--- src/rtl/whbq_pkg.sv ---
// whbq_pkg: shared types, codes and defaults for the write hold barrier queue.
// Used by every file in rtl/ through scoped names.
package whbq_pkg;

  localparam int unsigned HoldSlotsDef = 32;
  localparam int unsigned BlkW         = 32;
  localparam int unsigned LenW         = 16;
  localparam int unsigned HdlW         = 16;
  localparam int unsigned CfgDataW     = 32;
  localparam logic [LenW-1:0] BlockBytesRst = 16'd4096;

  typedef enum logic [2:0] {
    REQ_WRITE    = 3'd0,
    REQ_SYNC_BLK = 3'd1,
    REQ_SYNC_ALL = 3'd2,
    REQ_HOLD     = 3'd3,
    REQ_PASS     = 3'd4,
    REQ_RELEASE  = 3'd5
  } req_e;

  typedef enum logic [1:0] {
    ACT_NONE  = 2'd0,
    ACT_WRITE = 2'd1,
    ACT_SYNC  = 2'd2,
    ACT_FULL  = 2'd3
  } action_e;

  typedef enum logic [1:0] {
    STS_OK      = 2'd0,
    STS_INVALID = 2'd1,
    STS_BUSY    = 2'd2,
    STS_FULL    = 2'd3
  } status_e;

  typedef enum logic [1:0] {
    MODE_RELEASE = 2'd0,
    MODE_HOLD    = 2'd1,
    MODE_PASS    = 2'd2
  } mode_e;

  typedef enum logic {
    CFG_DEVICE_BLOCKS = 1'b0,
    CFG_BLOCK_BYTES   = 1'b1
  } cfg_idx_e;

  typedef struct packed {
    logic capture;
    logic lookup;
    logic exec;
    logic rel_emit;
  } cmd_t;

  typedef struct packed {
    logic out_full;
    logic is_release;
    logic rel_last;
  } sts_t;

endpackage

--- src/rtl/whbq_if.sv ---
// Request and response channel interfaces of the write hold barrier queue.
// Depends on whbq_pkg for field widths.
interface whbq_req_if;
  logic                       valid;
  logic                       ready;
  logic [2:0]                 req_type;
  logic [whbq_pkg::BlkW-1:0]  block_number;
  logic [whbq_pkg::LenW-1:0]  block_length;
  logic [whbq_pkg::HdlW-1:0]  data_handle;

  modport source (output valid, req_type, block_number, block_length, data_handle,
                  input ready);
  modport sink   (input valid, req_type, block_number, block_length, data_handle,
                  output ready);
endinterface

interface whbq_rsp_if;
  logic                       valid;
  logic                       ready;
  logic [1:0]                 action;
  logic [1:0]                 status;
  logic [whbq_pkg::BlkW-1:0]  out_block;
  logic [whbq_pkg::HdlW-1:0]  out_handle;
  logic                       last;

  modport source (output valid, action, status, out_block, out_handle, last,
                  input ready);
  modport sink   (input valid, action, status, out_block, out_handle, last,
                  output ready);
endinterface

--- src/rtl/whbq_ctrl.sv ---
// whbq_ctrl: sequencing state machine (accept, lookup, execute, release walk).
// Depends on whbq_pkg for the command and status structs.
module whbq_ctrl (
  input  logic            clk_i,
  input  logic            rst_ni,
  input  logic            req_valid_i,
  output logic            req_ready_o,
  output whbq_pkg::cmd_t  cmd_o,
  input  whbq_pkg::sts_t  sts_i
);

  typedef enum logic [3:0] {
    S_IDLE = 4'b0001,
    S_LOOK = 4'b0010,
    S_EXEC = 4'b0100,
    S_REL  = 4'b1000
  } state_e;

  state_e state_q, state_d;

  always_comb begin
    state_d     = state_q;
    cmd_o       = '0;
    req_ready_o = 1'b0;
    case (state_q)
      S_IDLE: begin
        req_ready_o = 1'b1;
        if (req_valid_i) begin
          cmd_o.capture = 1'b1;
          state_d       = S_LOOK;
        end
      end
      S_LOOK: begin
        cmd_o.lookup = 1'b1;
        state_d      = sts_i.is_release ? S_REL : S_EXEC;
      end
      S_EXEC: begin
        req_ready_o = !sts_i.out_full;
        if (!sts_i.out_full) begin
          cmd_o.exec = 1'b1;
          if (req_valid_i) begin
            cmd_o.capture = 1'b1;
            state_d       = S_LOOK;
          end else begin
            state_d = S_IDLE;
          end
        end
      end
      S_REL: begin
        if (!sts_i.out_full) begin
          cmd_o.rel_emit = 1'b1;
          if (sts_i.rel_last) begin
            state_d = S_IDLE;
          end
        end
      end
      default: begin
        state_d = S_IDLE;
      end
    endcase
  end

  always_ff @(posedge clk_i or negedge rst_ni) begin
    if (!rst_ni) begin
      state_q <= S_IDLE;
    end else begin
      state_q <= state_d;
    end
  end

endmodule

--- src/rtl/whbq_dp.sv ---
// whbq_dp: config registers, request register, hold table with parallel
// block compare, result logic and output register. Depends on whbq_pkg.
module whbq_dp #(
  parameter int unsigned HOLD_SLOTS = whbq_pkg::HoldSlotsDef
) (
  input  logic                          clk_i,
  input  logic                          rst_ni,
  input  logic                          cfg_we_i,
  input  logic                          cfg_idx_i,
  input  logic [whbq_pkg::CfgDataW-1:0] cfg_wdata_i,
  input  logic [2:0]                    req_type_i,
  input  logic [whbq_pkg::BlkW-1:0]     block_number_i,
  input  logic [whbq_pkg::LenW-1:0]     block_length_i,
  input  logic [whbq_pkg::HdlW-1:0]     data_handle_i,
  output logic                          rsp_valid_o,
  input  logic                          rsp_ready_i,
  output logic [1:0]                    action_o,
  output logic [1:0]                    status_o,
  output logic [whbq_pkg::BlkW-1:0]     out_block_o,
  output logic [whbq_pkg::HdlW-1:0]     out_handle_o,
  output logic                          last_o,
  input  whbq_pkg::cmd_t                cmd_i,
  output whbq_pkg::sts_t                sts_o
);

  localparam int unsigned IdxW = (HOLD_SLOTS > 1) ? $clog2(HOLD_SLOTS) : 1;

  logic [whbq_pkg::BlkW-1:0] dev_blocks_q;
  logic [whbq_pkg::LenW-1:0] blk_bytes_q;

  logic [2:0]                req_type_q;
  logic [whbq_pkg::BlkW-1:0] blk_q;
  logic [whbq_pkg::LenW-1:0] len_q;
  logic [whbq_pkg::HdlW-1:0] hdl_q;

  logic [HOLD_SLOTS-1:0]     hit_d, hit_q;
  logic                      len_ok_q, rng_ok_q;

  whbq_pkg::mode_e           mode_q;
  logic [HOLD_SLOTS-1:0]     valid_q;
  logic [whbq_pkg::BlkW-1:0] slot_blk_q [HOLD_SLOTS];
  logic [whbq_pkg::HdlW-1:0] slot_hdl_q [HOLD_SLOTS];

  logic                      out_vld_q;
  whbq_pkg::action_e         out_act_q;
  whbq_pkg::status_e         out_sts_q;
  logic [whbq_pkg::BlkW-1:0] out_blk_q;
  logic [whbq_pkg::HdlW-1:0] out_hdl_q;
  logic                      out_last_q;

  // lowest free slot and lowest held slot
  logic [HOLD_SLOTS-1:0]     free_oh, used_oh;
  logic [IdxW-1:0]           free_idx, used_idx;
  logic                      any_free, held, rel_last;

  whbq_pkg::action_e         res_act;
  whbq_pkg::status_e         res_sts;
  logic                      res_fwd;
  logic                      res_store;

  always_ff @(posedge clk_i or negedge rst_ni) begin
    if (!rst_ni) begin
      dev_blocks_q <= '0;
      blk_bytes_q  <= whbq_pkg::BlockBytesRst;
    end else if (cfg_we_i) begin
      case (whbq_pkg::cfg_idx_e'(cfg_idx_i))
        whbq_pkg::CFG_DEVICE_BLOCKS: dev_blocks_q <= cfg_wdata_i[whbq_pkg::BlkW-1:0];
        whbq_pkg::CFG_BLOCK_BYTES:   blk_bytes_q  <= cfg_wdata_i[whbq_pkg::LenW-1:0];
        default: ;
      endcase
    end
  end

  always_ff @(posedge clk_i) begin
    if (cmd_i.capture) begin
      req_type_q <= req_type_i;
      blk_q      <= block_number_i;
      len_q      <= block_length_i;
      hdl_q      <= data_handle_i;
    end
  end

  always_comb begin
    for (int i = 0; i < HOLD_SLOTS; i++) begin
      hit_d[i] = valid_q[i] && (slot_blk_q[i] == blk_q);
    end
  end

  always_ff @(posedge clk_i) begin
    if (cmd_i.lookup) begin
      hit_q    <= hit_d;
      len_ok_q <= (len_q == blk_bytes_q);
      rng_ok_q <= (blk_q < dev_blocks_q);
    end
  end

  assign free_oh  = ~valid_q & (valid_q + 1'b1);
  assign used_oh  = valid_q & (~valid_q + 1'b1);
  assign any_free = ~&valid_q;
  assign held     = |hit_q;
  assign rel_last = ((valid_q & ~used_oh) == '0);

  always_comb begin
    free_idx = '0;
    used_idx = '0;
    for (int i = 0; i < HOLD_SLOTS; i++) begin
      free_idx = free_idx | (free_oh[i] ? IdxW'(i) : '0);
      used_idx = used_idx | (used_oh[i] ? IdxW'(i) : '0);
    end
  end

  always_comb begin
    res_act   = whbq_pkg::ACT_NONE;
    res_sts   = whbq_pkg::STS_OK;
    res_fwd   = 1'b0;
    res_store = 1'b0;
    case (whbq_pkg::req_e'(req_type_q))
      whbq_pkg::REQ_WRITE: begin
        if (!len_ok_q || !rng_ok_q) begin
          res_sts = whbq_pkg::STS_INVALID;
        end else if (mode_q == whbq_pkg::MODE_HOLD) begin
          if (!held) begin
            if (any_free) begin
              res_store = 1'b1;
            end else begin
              res_sts = whbq_pkg::STS_FULL;
            end
          end
        end else if (!(mode_q == whbq_pkg::MODE_PASS && held)) begin
          res_act = whbq_pkg::ACT_WRITE;
          res_fwd = 1'b1;
        end
      end
      whbq_pkg::REQ_SYNC_BLK: begin
        if (mode_q == whbq_pkg::MODE_HOLD) begin
          res_sts = whbq_pkg::STS_BUSY;
        end else if (!rng_ok_q) begin
          res_sts = whbq_pkg::STS_INVALID;
        end else if (mode_q == whbq_pkg::MODE_PASS && held) begin
          res_sts = whbq_pkg::STS_BUSY;
        end else begin
          res_act = whbq_pkg::ACT_SYNC;
          res_fwd = 1'b1;
        end
      end
      whbq_pkg::REQ_SYNC_ALL: begin
        if (mode_q != whbq_pkg::MODE_RELEASE) begin
          res_sts = whbq_pkg::STS_BUSY;
        end else begin
          res_act = whbq_pkg::ACT_FULL;
        end
      end
      whbq_pkg::REQ_HOLD, whbq_pkg::REQ_PASS, whbq_pkg::REQ_RELEASE: ;
      default: begin
        res_sts = whbq_pkg::STS_INVALID;
      end
    endcase
  end

  always_ff @(posedge clk_i or negedge rst_ni) begin
    if (!rst_ni) begin
      mode_q  <= whbq_pkg::MODE_RELEASE;
      valid_q <= '0;
    end else if (cmd_i.exec) begin
      if (whbq_pkg::req_e'(req_type_q) == whbq_pkg::REQ_HOLD) begin
        mode_q <= whbq_pkg::MODE_HOLD;
      end
      if (whbq_pkg::req_e'(req_type_q) == whbq_pkg::REQ_PASS) begin
        mode_q <= whbq_pkg::MODE_PASS;
      end
      if (res_store) begin
        valid_q <= valid_q | free_oh;
      end
    end else if (cmd_i.rel_emit) begin
      valid_q <= valid_q & ~used_oh;
      if (rel_last) begin
        mode_q <= whbq_pkg::MODE_RELEASE;
      end
    end
  end

  always_ff @(posedge clk_i) begin
    if (cmd_i.exec && res_store) begin
      slot_blk_q[free_idx] <= blk_q;
      slot_hdl_q[free_idx] <= hdl_q;
    end
  end

  always_ff @(posedge clk_i or negedge rst_ni) begin
    if (!rst_ni) begin
      out_vld_q <= 1'b0;
    end else if (cmd_i.exec || cmd_i.rel_emit) begin
      out_vld_q <= 1'b1;
    end else if (rsp_ready_i) begin
      out_vld_q <= 1'b0;
    end
  end

  always_ff @(posedge clk_i) begin
    if (cmd_i.exec) begin
      out_act_q  <= res_act;
      out_sts_q  <= res_sts;
      out_blk_q  <= res_fwd ? blk_q : '0;
      out_hdl_q  <= res_fwd ? hdl_q : '0;
      out_last_q <= 1'b1;
    end else if (cmd_i.rel_emit) begin
      out_act_q  <= (valid_q != '0) ? whbq_pkg::ACT_WRITE : whbq_pkg::ACT_NONE;
      out_sts_q  <= whbq_pkg::STS_OK;
      out_blk_q  <= (valid_q != '0) ? slot_blk_q[used_idx] : '0;
      out_hdl_q  <= (valid_q != '0) ? slot_hdl_q[used_idx] : '0;
      out_last_q <= rel_last;
    end
  end

  assign rsp_valid_o  = out_vld_q;
  assign action_o     = out_act_q;
  assign status_o     = out_sts_q;
  assign out_block_o  = out_blk_q;
  assign out_handle_o = out_hdl_q;
  assign last_o       = out_last_q;

  assign sts_o.out_full   = out_vld_q;
  assign sts_o.is_release = (whbq_pkg::req_e'(req_type_q) == whbq_pkg::REQ_RELEASE);
  assign sts_o.rel_last   = rel_last;

endmodule

--- src/rtl/write_hold_barrier_queue.sv ---
// write_hold_barrier_queue: top level, controller plus datapath.
// Depends on whbq_pkg, whbq_if, whbq_ctrl and whbq_dp.
//
//   port    | dir | handshake       | word
//   --------+-----+-----------------+------------------------------------------
//   req_i   | in  | valid/ready     | req_type, block_number, block_length, handle
//   rsp_o   | out | valid/ready     | action, status, out_block, out_handle, last
//   cfg_*_i | in  | write enable    | register index, write data
//
// Each non-release word passes a compare step (the parallel slot compare and
// range/length check), then a decide step: update the table and load the output.
// Release passes the lookup step, then loads held slots one at a time (lowest first,
// one no-action word if none is held): the output register must empty in between.
// A stalled output register holds the decide and release steps; a new word is
// accepted while a result waits only when the controller is idle.
// Reset clears the mode and valid bits at once.
module write_hold_barrier_queue #(
  parameter int unsigned HOLD_SLOTS = whbq_pkg::HoldSlotsDef
) (
  input  logic                          clk_i,
  input  logic                          rst_ni,
  input  logic                          cfg_we_i,
  input  logic                          cfg_idx_i,
  input  logic [whbq_pkg::CfgDataW-1:0] cfg_wdata_i,
  whbq_req_if.sink                      req_i,
  whbq_rsp_if.source                    rsp_o
);

  whbq_pkg::cmd_t cmd;
  whbq_pkg::sts_t sts;

  whbq_ctrl u_ctrl (
    .clk_i       (clk_i),
    .rst_ni      (rst_ni),
    .req_valid_i (req_i.valid),
    .req_ready_o (req_i.ready),
    .cmd_o       (cmd),
    .sts_i       (sts)
  );

  whbq_dp #(
    .HOLD_SLOTS (HOLD_SLOTS)
  ) u_dp (
    .clk_i          (clk_i),
    .rst_ni         (rst_ni),
    .cfg_we_i       (cfg_we_i),
    .cfg_idx_i      (cfg_idx_i),
    .cfg_wdata_i    (cfg_wdata_i),
    .req_type_i     (req_i.req_type),
    .block_number_i (req_i.block_number),
    .block_length_i (req_i.block_length),
    .data_handle_i  (req_i.data_handle),
    .rsp_valid_o    (rsp_o.valid),
    .rsp_ready_i    (rsp_o.ready),
    .action_o       (rsp_o.action),
    .status_o       (rsp_o.status),
    .out_block_o    (rsp_o.out_block),
    .out_handle_o   (rsp_o.out_handle),
    .last_o         (rsp_o.last),
    .cmd_i          (cmd),
    .sts_o          (sts)
  );

endmodule

--- src/flat_wrapper.sv ---
// flat-port wrapper written by rule: the top's interface ports become plain ports
module write_hold_barrier_queue_flat 
#(
  parameter int unsigned HOLD_SLOTS = whbq_pkg::HoldSlotsDef
)
  (clk_i, rst_ni, cfg_we_i, cfg_idx_i, cfg_wdata_i, req_i_valid, req_i_req_type, req_i_block_number, req_i_block_length, req_i_data_handle, req_i_ready, rsp_o_valid, rsp_o_action, rsp_o_status, rsp_o_out_block, rsp_o_out_handle, rsp_o_last, rsp_o_ready);
  whbq_req_if req_i_i ();
  whbq_rsp_if rsp_o_i ();
  input  logic clk_i;
  input  logic rst_ni;
  input  logic cfg_we_i;
  input  logic cfg_idx_i;
  input  logic [whbq_pkg::CfgDataW-1:0] cfg_wdata_i;
  input wire logic [$bits(req_i_i.valid)-1:0] req_i_valid;
  input wire logic [$bits(req_i_i.req_type)-1:0] req_i_req_type;
  input wire logic [$bits(req_i_i.block_number)-1:0] req_i_block_number;
  input wire logic [$bits(req_i_i.block_length)-1:0] req_i_block_length;
  input wire logic [$bits(req_i_i.data_handle)-1:0] req_i_data_handle;
  output wire logic [$bits(req_i_i.ready)-1:0] req_i_ready;
  output wire logic [$bits(rsp_o_i.valid)-1:0] rsp_o_valid;
  output wire logic [$bits(rsp_o_i.action)-1:0] rsp_o_action;
  output wire logic [$bits(rsp_o_i.status)-1:0] rsp_o_status;
  output wire logic [$bits(rsp_o_i.out_block)-1:0] rsp_o_out_block;
  output wire logic [$bits(rsp_o_i.out_handle)-1:0] rsp_o_out_handle;
  output wire logic [$bits(rsp_o_i.last)-1:0] rsp_o_last;
  input wire logic [$bits(rsp_o_i.ready)-1:0] rsp_o_ready;
  assign req_i_i.valid = req_i_valid;
  assign req_i_i.req_type = req_i_req_type;
  assign req_i_i.block_number = req_i_block_number;
  assign req_i_i.block_length = req_i_block_length;
  assign req_i_i.data_handle = req_i_data_handle;
  assign req_i_ready = req_i_i.ready;
  assign rsp_o_valid = rsp_o_i.valid;
  assign rsp_o_action = rsp_o_i.action;
  assign rsp_o_status = rsp_o_i.status;
  assign rsp_o_out_block = rsp_o_i.out_block;
  assign rsp_o_out_handle = rsp_o_i.out_handle;
  assign rsp_o_last = rsp_o_i.last;
  assign rsp_o_i.ready = rsp_o_ready;
  write_hold_barrier_queue #(.HOLD_SLOTS(HOLD_SLOTS)) u_core (.clk_i(clk_i), .rst_ni(rst_ni), .cfg_we_i(cfg_we_i), .cfg_idx_i(cfg_idx_i), .cfg_wdata_i(cfg_wdata_i), .req_i(req_i_i), .rsp_o(rsp_o_i));
endmodule
--- config.mk ---
export PLATFORM = sky130hd
export DESIGN_NAME = write_hold_barrier_queue_flat
export DESIGN_NICKNAME = d
export VERILOG_FILES = /design/src/rtl/whbq_pkg.sv /design/src/rtl/whbq_if.sv /design/src/rtl/whbq_ctrl.sv /design/src/rtl/whbq_dp.sv /design/src/rtl/write_hold_barrier_queue.sv /design/src/flat_wrapper.sv
export SDC_FILE = /design/constraint.sdc
export NUM_CORES = 2
export LEC_CHECK = 0
export BUFFER_PORTS_ARGS = -buffer_cell sky130_fd_sc_hd__buf_4
export CORE_MARGIN = 2
export CORE_UTILIZATION = 40
export CTS_BUF_LIST = sky130_fd_sc_hd__clkbuf_8 sky130_fd_sc_hd__clkbuf_16
export CTS_CLUSTER_SIZE = 28
export DETAILED_ROUTE_END_ITERATION = 16
export HOLD_SLACK_MARGIN = 0.12
export PLACE_DENSITY = 0.62
export SYNTH_ARGS = -nofsm -noshare
export SYNTH_HDL_FRONTEND = slang
export SYNTH_HIERARCHICAL = 1
export SYNTH_SLANG_ARGS = --single-unit
--- constraint.sdc ---
create_clock -name clk_i -period 7.37 [get_ports clk_i]
set_input_delay 1.474 -clock clk_i [delete_from_list [all_inputs] [get_ports clk_i]]
set_output_delay 1.474 -clock clk_i [all_outputs]
set_load 0.02 [all_outputs]
==> flow_summary.ini <==
[status]
status = finished clean

[drt]
wirelength_um = 319000
drt-initial-drc-count = 10600
vias = 61000
ant_nets = 0
avgRoutedWirePerCell_um = 32.3
viasPerCell = 6.17
firstDrtPassIters = 6
remaining_drc_errors = 0

[global_route]
antenna_found_initial = 19
grt_pass1_vias = 56800
met3_usage_pct = 8.41
grt_max_degree = 125
grt_pass1_wl_um = 443000
top_usage_layer = met2
use_met1_pct = 40.4
gr-usage-met2_pct = 42.8
grt_remaining_overflow = 0
grt_usage_pct = 29.4

[timing]
fin_worst_skew_ns = 0.0697
fin_crit_sh_pct = 86.1
setup_slack_ns = 1.02
finalCriticalPeriod_ns = 6.35
tightest_slew_ns = 1.40
fmax_mhz = 158
slew_violations = 0
timing_hold_violations_final = 0
relSlewSlack_pct = 5.89
grt_setup_unrepaired = false
setup_viol = 0
tns_ns = 0

[clock_network]
cts_buffers = 188
cts-resized-gates = 0
cts_tree = yes
clock-sinks = 1777
cts-root-buf = clkbuf_16
cts_buffer_depth = 3
clkTransAtPathRegs_ns = 0.07
htree_levels = 4
ctsHoldBuffers = 0
clkLatencyLatePin_ns = 0.87
post-cts-setup-buffer-count = 0

[min_path]
whs_path_depth = 2
worstHoldStart = u_core/u_dp/last_o$_SDFFE_PP1P_
hp-class = reg -> reg
whs_endpoint = u_core/u_dp/last_o$_SDFFE_PP1P_

[power]
ir_drop_uv = 286
power_mw = 25.1
power_density_nw_per_um2 = 264
p_leak_nw = 30.8

[placement]
port-buffer-count = 159
postPlaceCellArea_um2 = 88800
dpl.hpwl_um = 210000
gp_congestion = 1.06
dp_worst_setup_slack_ns = 1.24

[logic_synthesis]
ys_seq_area_share_pct = 63.3
synthCells = 6848
yosys-top-cells-count = edfxtp_1 (1689), nand2_1 (1208), xnor2_1 (848)
synth_area_leader_cell = edfxtp_1
async_reset_ff_share_pct = 4.90
yosysTopAreaCellShare_pct = 60.7
synth_nets = 6988
ys_top_cells_by_area = edfxtp_1 (61%), xnor2_1 (8.9%), nand2_1 (5.4%)
post_synth.cell_area_avg_um2 = 12.2
synthDistinctLibCells = 89
yosysWarnings = 6
ys_ff_latch = 1777
synth_flop_cell = edfxtp_1
synth_most_common_cell = edfxtp_1
synth_edf_count = 1689
syn_area_um2 = 83600

[cells_and_area]
n_fill_cell = 18700
final_area_um2 = 94900
multiInputGateArea_um2 = 28800
area_growth_pct = 13.5
regArea_um2 = 52900
fin_nets = 7078
drive_gt1_share_pct = 10.6

[setup_path]
crit_arrival_ns = 7.06
required_ns = 8.08
crit_type = reg -> reg
timing.rr.end = u_core/u_dp/out_block_o[10]$_DFFE_PP_
worst_setup_path_start_kind = register
setup.reg_to_reg.worst_slack_ns = 1.02
path_max_fanout = 54
end_kind = register
ff2ff_path_depth = 14

[die]
die_w_um = 461
start_util_pct = 40.3
io_pins = 160
placementRows = 167
die_h_um = 461
core_um2 = 207000
dieArea_um2 = 213000

[run]
drv_cap = 0
## flip-flops by register name, indices dropped and copies added, names as in the netlist, named ones only
signal,flops
u_core/u_dp/slot_hdl_q,512
u_core/u_dp/action_o,2
u_core/u_dp/status_o,2
u_core/u_dp/blk_q,32
u_core/u_dp/rsp_valid_o,1
u_core/u_dp/out_handle_o,16
u_core/u_dp/slot_blk_q,1024
u_core/u_dp/mode_q,2
u_core/u_dp/blk_bytes_q,16
u_core/u_dp/valid_q,31
u_core/u_dp/len_ok_q,1
u_core/u_dp/last_o,1
u_core/u_ctrl/state_q,4
u_core/u_dp/rng_ok_q,1
u_core/u_dp/dev_blocks_q,32
u_core/u_dp/req_type_q,3
u_core/u_dp/hit_q,32
u_core/u_dp/len_q,16
u_core/u_dp/hdl_q,16
u_core/u_dp/out_block_o,32
## worst max-delay path: stages, from the launching register on
cell	delay (ns)
dfrtp_1	0.51
inv_1	0.16
ha_1	0.23
nor3b_1	0.58
and2_1	0.34
nand4_1	0.33
o211a_1	0.63
buf_4	0.34
nand2_4	0.54
buf_12	0.37
nand2_1	0.15
a311oi_1	0.56
a31oi_1	0.27
o21ai_0	1.00
o21a_1	0.20
## routing by layer
layer | up-vias | wire length [µm]
met3 | 716 | 41800
li1 | 25400 | -
met1 | 30500 | 124000
met2 | 4405 | 136000
met5 | - | 126
met4 | 22 | 17100
## kinds of logic (layout without fill, tap and decap cells)
logic type | Yosys count | after routing | synth area share [%]
simple gates | 2316 | 2316 | 12.9
buf+inv | 535 | 780 | 2.78
flops | 1777 | 1777 | 63.3
compound gates | 964 | 964 | 7.38
other cells | 0 | 4 | 0
fa+ha+maj | 36 | 36 | 0.536
mux | 186 | 186 | 2.25
xor+xnor | 1034 | 1034 | 10.8
## worst max path at each step
stage                                        endpoint  slack (ns)  cells past startpoint
3_3_place_gp    u_core/u_dp/out_block_o[10]$_DFFE_PP_        1.28                     14
3_5_place_dp    u_core/u_dp/out_block_o[10]$_DFFE_PP_        1.24                     14
6_report        u_core/u_dp/out_block_o[10]$_DFFE_PP_        1.02                     14
2_1_floorplan  u_core/u_dp/slot_blk_q[8][0]$_DFFE_PP_        1.83                      9
5_1_grt         u_core/u_dp/out_block_o[10]$_DFFE_PP_        1.08                     14
4_1_cts         u_core/u_dp/out_block_o[10]$_DFFE_PP_        1.26                     14
## layout make-up
class | count | share of cell area (%)
clock buffers | 194 | 5.07
diodes | 4 | 0.0106
repair buffers | 377 | 3.55
inverters | 58 | 0.230
multi-input cells | 4536 | 30.4
well taps | 2788 | 3.68
flip-flops and latches | 1777 | 55.8
clock inverters | 151 | 1.31
## power by group
part | internal, mW | switching, mW | leakage (nW) | total, mW
combinational | 1.11 | 2.64 | 11.2 | 3.75
sequential | 11.7 | 0.156 | 16.5 | 11.9
clock | 5.23 | 4.20 | 3.14 | 9.44
total | 18.1 | 7.00 | 30.8 | 25.1
## layout by cell type (no fill, tap or decap), types with 15 or more instances in the layout
| cell type | Yosys | layout |
|---|---|---|
| edfxtp_1 | 1689 | 1689 |
| nand2_1 | 1208 | 1206 |
| xnor2_1 | 848 | 848 |
| nand3_1 | 412 | 411 |
| buf_4 | 24 | 334 |
| a21oi_1 | 315 | 309 |
| nand4_1 | 232 | 232 |
| clkbuf_16 | 0 | 190 |
| xor2_1 | 186 | 186 |
| mux2i_1 | 169 | 169 |
| o21ai_0 | 163 | 163 |
| nor4_1 | 153 | 146 |
| inv_1 | 58 | 105 |
| a31oi_1 | 89 | 89 |
| dfrtp_1 | 85 | 85 |
| and3_1 | 81 | 80 |
| nor2_1 | 97 | 66 |
| a311oi_1 | 55 | 55 |
| o22ai_1 | 51 | 51 |
| a211oi_1 | 51 | 50 |
| buf_12 | 0 | 43 |
| a32oi_1 | 38 | 38 |
| clkinv_1 | 0 | 35 |
| ha_1 | 35 | 35 |
| clkinv_2 | 0 | 33 |
| nor2_4 | 1 | 31 |
| nor3_1 | 29 | 27 |
| o211ai_1 | 24 | 24 |
| nand2b_1 | 20 | 19 |
| a2111oi_0 | 19 | 18 |
| mux2_2 | 17 | 17 |
| o2bb2ai_1 | 16 | 16 |
| o21a_1 | 15 | 15 |
| a21o_1 | 15 | 15 |
| o221ai_1 | 15 | 15 |
| a41o_1 | 15 | 15 |
## stage by stage
stage	utilization, %	std cells	hold slack [ns]
final	45.7	9885	0.482
after global routing	45.7	9882	0.534
after CTS	45.7	9881	0.494
after detailed placement	42.8	9536	0.477
after global placement	42.8	9534	0.483
after floorplan	-	6848	0.482
(Power assumes the default switching activity.)
